===== config.mk =====
export PLATFORM = sky130hd
export DESIGN_NAME = joystick_deadband_and_mode_toggle
export DESIGN_NICKNAME = d
export VERILOG_FILES = /design/src/hw/rtl/jdmt_pkg.sv /design/src/hw/rtl/joystick_deadband_and_mode_toggle.sv /design/src/hw/rtl/jdmt_csr.sv /design/src/hw/rtl/jdmt_axis.sv /design/src/hw/rtl/jdmt_button.sv
export SDC_FILE = /design/constraint.sdc
export NUM_CORES = 1
export LEC_CHECK = 0
export BUFFER_PORTS_ARGS = -buffer_cell sky130_fd_sc_hd__buf_2
export CAP_MARGIN = 0
export CELL_PAD_IN_SITES_DETAIL_PLACEMENT = 1
export CELL_PAD_IN_SITES_GLOBAL_PLACEMENT = 1
export CORE_UTILIZATION = 50
export CTS_CLUSTER_DIAMETER = 30
export DETAILED_ROUTE_END_ITERATION = 8
export PLACE_DENSITY_LB_ADDON = 0.1
export SYNTH_ARGS = -nofsm -noshare
export SYNTH_HDL_FRONTEND = slang
export SYNTH_SLANG_ARGS = --single-unit
export TNS_END_PERCENT = 1

===== constraint.sdc =====
create_clock -name clock -period 15.7 [get_ports clock]
set_input_delay 0.785 -clock clock [delete_from_list [all_inputs] [get_ports clock]]
set_output_delay 0.785 -clock clock [all_outputs]
set_load 0.01 [all_outputs]

===== src/hw/rtl/jdmt_pkg.sv =====
`timescale 1ns / 1ps
// ----------------------------------------------------------------------------
// Joystick deadband and mode toggle: shared definitions
// Register widths, reset values, register indexes and the configuration
// bundle used by the block's modules.
// ----------------------------------------------------------------------------
package jdmt_pkg;

   localparam int SAMPLE_BITS_DEFAULT = 12;
   localparam int THRESHOLD_BITS      = 12;
   localparam int INTERVAL_BITS       = 16;
   localparam int TIME_BITS           = 32;
   localparam int CSR_DATA_BITS       = 16;
   localparam int CSR_INDEX_BITS      = 1;

   localparam logic [THRESHOLD_BITS-1:0] THRESHOLD_RESET = 12'd50;
   localparam logic [INTERVAL_BITS-1:0]  INTERVAL_RESET  = 16'd50;

   typedef enum logic [CSR_INDEX_BITS-1:0] {
      CSR_CHANGE_THRESHOLD = 1'b0,
      CSR_DEBOUNCE_INTERVAL = 1'b1
   } csr_index_type;

   typedef struct packed {
      logic [THRESHOLD_BITS-1:0] change_threshold;
      logic [INTERVAL_BITS-1:0]  debounce_interval_ms;
   } cfg_type;

endpackage


===== src/hw/rtl/joystick_deadband_and_mode_toggle.sv =====
`timescale 1ns / 1ps
// ----------------------------------------------------------------------------
// Joystick deadband and mode toggle
// Holds two joystick axes behind a change threshold and toggles rotate mode
// on debounced rising edges of the mode button.
//
// Usage:
//   The req_ channel carries one beat per joystick sample: both axis samples,
//   the raw button level, a millisecond time stamp and a resync flag. The
//   rsp_ channel returns one beat per request with the held axes and the
//   current mode. A beat moves when valid is high and stall is low.
//   An accepted request goes through the input register, then the response
//   register; one beat per cycle is sustained while rsp_stall is low, set by
//   the input register, the single-pass update logic and the response register.
//   A stalled response register holds its beat; the input register then
//   fills and req_stall rises once it holds a beat, so no beat is dropped.
//   Synchronous reset empties both registers, clears the held axes, the
//   button state and the mode, and loads the register reset values.
//   The csr_ port is to be written by the user only while no beats are in flight, unchecked by the block.
// ----------------------------------------------------------------------------
module joystick_deadband_and_mode_toggle #(
   parameter int SAMPLE_BITS = jdmt_pkg::SAMPLE_BITS_DEFAULT
) (
   input  logic                                clock,
   input  logic                                reset,
   input  logic                                csr_we,
   input  logic [jdmt_pkg::CSR_INDEX_BITS-1:0] csr_index,
   input  logic [jdmt_pkg::CSR_DATA_BITS-1:0]  csr_wdata,
   input  logic                                req_valid,
   output logic                                req_stall,
   input  logic [SAMPLE_BITS-1:0]              req_sample_x,
   input  logic [SAMPLE_BITS-1:0]              req_sample_y,
   input  logic                                req_button_level,
   input  logic [jdmt_pkg::TIME_BITS-1:0]      req_time_ms,
   input  logic                                req_resync,
   output logic                                rsp_valid,
   input  logic                                rsp_stall,
   output logic [SAMPLE_BITS-1:0]              rsp_motor_x,
   output logic [SAMPLE_BITS-1:0]              rsp_motor_y,
   output logic                                rsp_rotate_mode
);

   jdmt_pkg::cfg_type cfg;

   logic                           in_valid_ff;
   logic [SAMPLE_BITS-1:0]         in_sample_x_ff;
   logic [SAMPLE_BITS-1:0]         in_sample_y_ff;
   logic                           in_button_ff;
   logic [jdmt_pkg::TIME_BITS-1:0] in_time_ff;
   logic                           in_resync_ff;

   logic                           out_valid_ff;
   logic [SAMPLE_BITS-1:0]         out_motor_x_ff;
   logic [SAMPLE_BITS-1:0]         out_motor_y_ff;
   logic                           out_mode_ff;

   logic [SAMPLE_BITS-1:0]         held_x_in;
   logic [SAMPLE_BITS-1:0]         held_y_in;
   logic                           mode_in;
   logic                           advance;
   logic                           req_take;

   assign advance   = in_valid_ff && (!out_valid_ff || !rsp_stall);
   assign req_stall = in_valid_ff && !advance;
   assign req_take  = req_valid && !req_stall;

   jdmt_csr u_csr (
      .clock     (clock),
      .reset     (reset),
      .csr_we    (csr_we),
      .csr_index (csr_index),
      .csr_wdata (csr_wdata),
      .cfg       (cfg)
   );

   jdmt_axis #(.SAMPLE_BITS(SAMPLE_BITS)) u_axis_x (
      .clock            (clock),
      .reset            (reset),
      .update           (advance),
      .sample           (in_sample_x_ff),
      .resync           (in_resync_ff),
      .change_threshold (cfg.change_threshold),
      .held_in          (held_x_in)
   );

   jdmt_axis #(.SAMPLE_BITS(SAMPLE_BITS)) u_axis_y (
      .clock            (clock),
      .reset            (reset),
      .update           (advance),
      .sample           (in_sample_y_ff),
      .resync           (in_resync_ff),
      .change_threshold (cfg.change_threshold),
      .held_in          (held_y_in)
   );

   jdmt_button u_button (
      .clock                (clock),
      .reset                (reset),
      .update               (advance),
      .button_level         (in_button_ff),
      .time_ms              (in_time_ff),
      .debounce_interval_ms (cfg.debounce_interval_ms),
      .mode_in              (mode_in)
   );

   always_ff @(posedge clock) begin
      if (reset) begin
         in_valid_ff <= 1'b0;
      end else if (req_take) begin
         in_valid_ff <= 1'b1;
      end else if (advance) begin
         in_valid_ff <= 1'b0;
      end
   end

   always_ff @(posedge clock) begin
      if (req_take) begin
         in_sample_x_ff <= req_sample_x;
         in_sample_y_ff <= req_sample_y;
         in_button_ff   <= req_button_level;
         in_time_ff     <= req_time_ms;
         in_resync_ff   <= req_resync;
      end
   end

   always_ff @(posedge clock) begin
      if (reset) begin
         out_valid_ff <= 1'b0;
      end else if (advance) begin
         out_valid_ff <= 1'b1;
      end else if (!rsp_stall) begin
         out_valid_ff <= 1'b0;
      end
   end

   always_ff @(posedge clock) begin
      if (advance) begin
         out_motor_x_ff <= held_x_in;
         out_motor_y_ff <= held_y_in;
         out_mode_ff    <= mode_in;
      end
   end

   assign rsp_valid       = out_valid_ff;
   assign rsp_motor_x     = out_motor_x_ff;
   assign rsp_motor_y     = out_motor_y_ff;
   assign rsp_rotate_mode = out_mode_ff;

endmodule


===== src/hw/rtl/jdmt_csr.sv =====
`timescale 1ns / 1ps
// ----------------------------------------------------------------------------
// Joystick deadband and mode toggle: configuration registers
// Holds the change threshold and the debounce interval, written through a
// plain write port.
// ----------------------------------------------------------------------------
module jdmt_csr (
   input  logic                                  clock,
   input  logic                                  reset,
   input  logic                                  csr_we,
   input  logic [jdmt_pkg::CSR_INDEX_BITS-1:0]   csr_index,
   input  logic [jdmt_pkg::CSR_DATA_BITS-1:0]    csr_wdata,
   output jdmt_pkg::cfg_type                     cfg
);

   jdmt_pkg::cfg_type cfg_ff;
   jdmt_pkg::cfg_type cfg_in;

   always_comb begin
      cfg_in = cfg_ff;
      if (csr_we) begin
         unique case (jdmt_pkg::csr_index_type'(csr_index))
            jdmt_pkg::CSR_CHANGE_THRESHOLD: begin
               cfg_in.change_threshold = csr_wdata[jdmt_pkg::THRESHOLD_BITS-1:0];
            end
            jdmt_pkg::CSR_DEBOUNCE_INTERVAL: begin
               cfg_in.debounce_interval_ms = csr_wdata[jdmt_pkg::INTERVAL_BITS-1:0];
            end
         endcase
      end
   end

   always_ff @(posedge clock) begin
      if (reset) begin
         cfg_ff.change_threshold     <= jdmt_pkg::THRESHOLD_RESET;
         cfg_ff.debounce_interval_ms <= jdmt_pkg::INTERVAL_RESET;
      end else begin
         cfg_ff <= cfg_in;
      end
   end

   assign cfg = cfg_ff;

endmodule


===== src/hw/rtl/jdmt_axis.sv =====
`timescale 1ns / 1ps
// ----------------------------------------------------------------------------
// Joystick deadband and mode toggle: axis hold
// Keeps one held axis value and replaces it with a new sample only when the
// absolute change exceeds the threshold, or unconditionally on resync.
// ----------------------------------------------------------------------------
module jdmt_axis #(
   parameter int SAMPLE_BITS = jdmt_pkg::SAMPLE_BITS_DEFAULT
) (
   input  logic                                 clock,
   input  logic                                 reset,
   input  logic                                 update,
   input  logic [SAMPLE_BITS-1:0]               sample,
   input  logic                                 resync,
   input  logic [jdmt_pkg::THRESHOLD_BITS-1:0]  change_threshold,
   output logic [SAMPLE_BITS-1:0]               held_in
);

   localparam int CMP_BITS = (SAMPLE_BITS > jdmt_pkg::THRESHOLD_BITS) ?
                             SAMPLE_BITS : jdmt_pkg::THRESHOLD_BITS;

   logic [SAMPLE_BITS-1:0] held_ff;
   logic [SAMPLE_BITS-1:0] diff;
   logic                   exceeds;

   always_comb begin
      diff    = (sample > held_ff) ? (sample - held_ff) : (held_ff - sample);
      exceeds = CMP_BITS'(diff) > CMP_BITS'(change_threshold);
      held_in = (resync || exceeds) ? sample : held_ff;
   end

   always_ff @(posedge clock) begin
      if (reset) begin
         held_ff <= '0;
      end else if (update) begin
         held_ff <= held_in;
      end
   end

endmodule


===== src/hw/rtl/jdmt_button.sv =====
`timescale 1ns / 1ps
// ----------------------------------------------------------------------------
// Joystick deadband and mode toggle: button debounce
// Accepts a change of button level only after the debounce interval has
// strictly passed since the last accepted change; an accepted rising edge
// toggles rotate mode.
// ----------------------------------------------------------------------------
module jdmt_button (
   input  logic                                clock,
   input  logic                                reset,
   input  logic                                update,
   input  logic                                button_level,
   input  logic [jdmt_pkg::TIME_BITS-1:0]      time_ms,
   input  logic [jdmt_pkg::INTERVAL_BITS-1:0]  debounce_interval_ms,
   output logic                                mode_in
);

   logic                              stable_ff;
   logic                              stable_in;
   logic [jdmt_pkg::TIME_BITS-1:0]    last_change_ff;
   logic [jdmt_pkg::TIME_BITS-1:0]    last_change_in;
   logic                              mode_ff;
   logic [jdmt_pkg::TIME_BITS-1:0]    elapsed;
   logic                              take;

   always_comb begin
      elapsed        = time_ms - last_change_ff;
      take           = (button_level != stable_ff) &&
                       (elapsed > jdmt_pkg::TIME_BITS'(debounce_interval_ms));
      stable_in      = take ? button_level : stable_ff;
      last_change_in = take ? time_ms : last_change_ff;
      mode_in        = (take && button_level) ? !mode_ff : mode_ff;
   end

   always_ff @(posedge clock) begin
      if (reset) begin
         stable_ff      <= 1'b0;
         last_change_ff <= '0;
         mode_ff        <= 1'b0;
      end else if (update) begin
         stable_ff      <= stable_in;
         last_change_ff <= last_change_in;
         mode_ff        <= mode_in;
      end
   end

endmodule


==> results.cfg <==
[run_status]
outcome = finished clean

[global_routing]
grt_pass1_vias = 9917
antenna_found_initial = 0
track_usage = 0.275
grt_overflow_total = 0
grt_max_degree = 72
grtUsageMet3 = 0.0405
use_met1 = 0.379
busiest_layer = met2
use_met2 = 0.449
grt_pass1_wl_um = 51100

[power]
power.density_mw_per_mm2 = 106
p_leak_nw = 5.29
vdd_ir_drop_max_uv = 66.7

[die]
core_area_mm2 = 0.0219
start_util = 0.513
die_area_mm2 = 0.0230
die_h_um = 152
fp-row-count = 54
die_w_um = 152
io_pins = 107

[worst_setup_path]
reg2reg_depth = 19
cp.arrival_ns = 6.21
crit-reg2reg-launch = in_time_ff[0]
r2r-end = u_button.last_change_ff[3]
worstSetupPathType = flop to flop
end_kind = flop
startpoint_type = flop
r2r_slack_ns = 9.85
cp_max_fo = 19
required_ns = 16.06

[clocking]
clock_sinks = 171
ctsLongestPathBuffers = 2
cts_tree = yes
cts_buffers = 17
clock_latency_ns = 0.45
path_clk_slew_ns = 0.08
postCtsResizedCells = 0
cts_hold_buf = 0
cts_setup_buffers = 0
h-tree-depth = 4
cts-root-buf = clkbuf_16

[route]
ant_nets = 0
viasPerCell = 5.91
totalWireLength_um = 31300
num_vias = 9532
dr.first_iter.drc_count = 520
drc = 0
firstDrtPassIters = 5
wl_per_cell_um = 19.4

[sta]
fmax_mhz = 171
holdWs_ns = 0.458
setup_violations = 0
tns_ns = 0
skew_ns = 0.0187
hold_violations = 0
setup_slack_ns = 9.85
maxSlewViolCount = 0
min_period_ns = 5.85
slew_headroom = 0.275
grt_setup_unrepaired = false
worst_slew_pin_slew_ns = 1.09
period_share = 0.373

[logic_synthesis]
synth_area_leaders = edfxtp_1 22%, dfxtp_1 16%, ha_1 13%
synth-seq-cells = 171
syn_area_mm2 = 0.0112
ys.warnings.count = 0
syn_area_per_cell_um2 = 9.05
synth_ff_type = dfxtp_1
synth_top_area_cell = edfxtp_1
ys_async_sr_fraction = 0
synth_top_cell_area_share = 0.222
synth-edff-count = 83
ys_seq_area_frac = 0.379
synth_cell_types = 66
syn_nets = 1442
synthCells = 1240

[place]
dpl_cell_area_mm2 = 0.0120
dp.cells = 1581
dp_hpwl_um = 22700
portBuffers = 106
gp_congestion = 0.875
place_ws_ns = 9.88

[layout]
nets = 1522
final_cell_count_no_fill = 1613
drive_gt1_frac = 0.134
syn_to_final_growth_pct = 11.9
seq_area_mm2 = 0.00425
multi_input_area_mm2 = 0.00627
fin_area_mm2 = 0.0126
n_antenna_cell = 0
nFillCells = 2570

[hold_path]
hold_depth = 2
hp-start = u_csr.cfg[10]
hold_path_class = flop to flop
hold_end = u_csr.cfg[10]

[flow_run]
cap_viol_max_count = 0
registers in the layout (all words and copies together), names as in the netlist, 12 cells and up:
name / cells
in_time_ff: 32
u_button.last_change_ff: 32
u_csr.cfg: 28
in_sample_x_ff: 12
in_sample_y_ff: 12
rsp_motor_x: 12
rsp_motor_y: 12
u_axis_x.held_ff: 12
u_axis_y.held_ff: 12
kinds of logic after synthesis:
family / after synthesis / share of synthesized area
XOR/XNOR: 44 / 0.0343
buffers and inverters: 182 / 0.0656
multiplexers: 41 / 0.0377
flip-flops: 171 / 0.379
AND/OR/NAND/NOR: 318 / 0.139
AO/OA/AOI/OAI: 362 / 0.205
adder cells (fa/ha/maj): 122 / 0.139
final cells by class:
| class | count | share of cell area |
|---|---|---|
| multi-input combinational | 887 | 0.500 |
| clock buffer | 19 | 0.0362 |
| inverter | 126 | 0.0376 |
| sequential | 171 | 0.339 |
| tap | 280 | 0.0279 |
| timing repair buffer | 117 | 0.0488 |
| clock inverter | 13 | 0.0114 |
critical path, cell delays in order, from the launching register on:
cell	delay, ns
edfxtp_1	0.32
inv_1	0.06
ha_1	0.23
fa_1	0.40
nand2b_1	0.19
a21o_1	0.23
a2111oi_1	0.66
nor3_1	0.13
xnor2_1	0.16
ha_1	0.30
nand3_1	0.09
or4_1	0.54
or3_1	0.39
a221oi_1	0.32
o2111ai_1	0.19
nor4_2	0.20
and4_1	0.68
buf_4	0.38
o21ai_0	0.14
a21oi_1	0.16
power by group:
group / switching [mW] / total [mW] / internal (mW)
Clock: 0.205 / 0.440 / 0.235
Combinational: 0.223 / 0.375 / 0.152
Sequential: 0.0156 / 0.515 / 0.499
layout by cell type, fill, tap and decap left out, types with 5 or more instances in the layout:
cell	netlist	routed
buf_4	0	11
o211a_1	12	12
or3_1	8	8
inv_1	125	125
and4_1	7	7
nor2b_1	16	15
o21ai_0	70	70
nand4_1	54	54
a21o_1	43	43
inv_6	0	5
o211ai_1	20	20
xor2_1	17	16
and3_1	6	6
and2_1	5	5
xnor2_1	27	27
nor3_1	12	12
mux2_2	10	10
ha_1	117	117
nand2_1	125	125
clkbuf_16	0	18
nor2_1	47	47
o21ai_1	16	16
dfxtp_1	88	88
edfxtp_1	83	83
a211oi_1	11	10
o21bai_1	6	6
a221oi_1	6	6
nand2b_1	10	10
fa_1	5	5
mux2i_1	31	31
a21oi_1	127	127
buf_2	12	106
nand3_1	18	18
o21a_1	9	9
metrics by stage:
step / util / power, mW
2_1_floorplan: - / 0.787
6_report: 0.574 / 1.33
5_1_grt: 0.574 / 1.40
3_5_place_dp: 0.547 / 0.893
3_3_place_gp: 0.547 / 0.877
4_1_cts: 0.574 / 1.34
cell usage after synthesis (all sizes together), types with 5 or more instances:
cell type / instances
a21oi: 129
nand2: 126
inv: 125
ha: 117
dfxtp: 88
o21ai: 86
edfxtp: 83
nand4: 54
nor2: 47
a21o: 43
clkbuf: 39
mux2i: 31
xnor2: 27
o211ai: 20
nand3: 18
buf: 17
xor2: 17
nor2b: 16
nor3: 12
o211a: 12
a211oi: 11
mux2: 10
nand2b: 10
o21a: 9
a221oi: 8
or3: 8
and4: 7
and3: 6
o21bai: 6
a2111oi: 5
and2: 5
fa: 5
metal layers:
metal / part of all wire / wire length, um / vias up
met3: 0.036 / 1110 / 38
met2: 0.47 / 14700 / 189
met1: 0.48 / 15000 / 4709
li1: - / - / 4596
met5: 0 / 0 / -
met4: 0.016 / 493 / 0
worst max path at each step:
stage	start	to	slack [ns]	cells past startpoint
after floorplan	in_sample_x_ff[0]	u_axis_x.held_ff[10]	10.68	23
after global placement	in_time_ff[8]	u_button.last_change_ff[6]	10.33	18
after detailed placement	in_time_ff[0]	u_button.last_change_ff[24]	9.88	19
after CTS	in_time_ff[0]	u_button.last_change_ff[24]	9.86	19
after global routing	in_time_ff[0]	u_button.last_change_ff[24]	9.47	19
final	in_time_ff[0]	u_button.last_change_ff[3]	9.85	19
No activity file was read; power rests on OpenSTA's default activity.
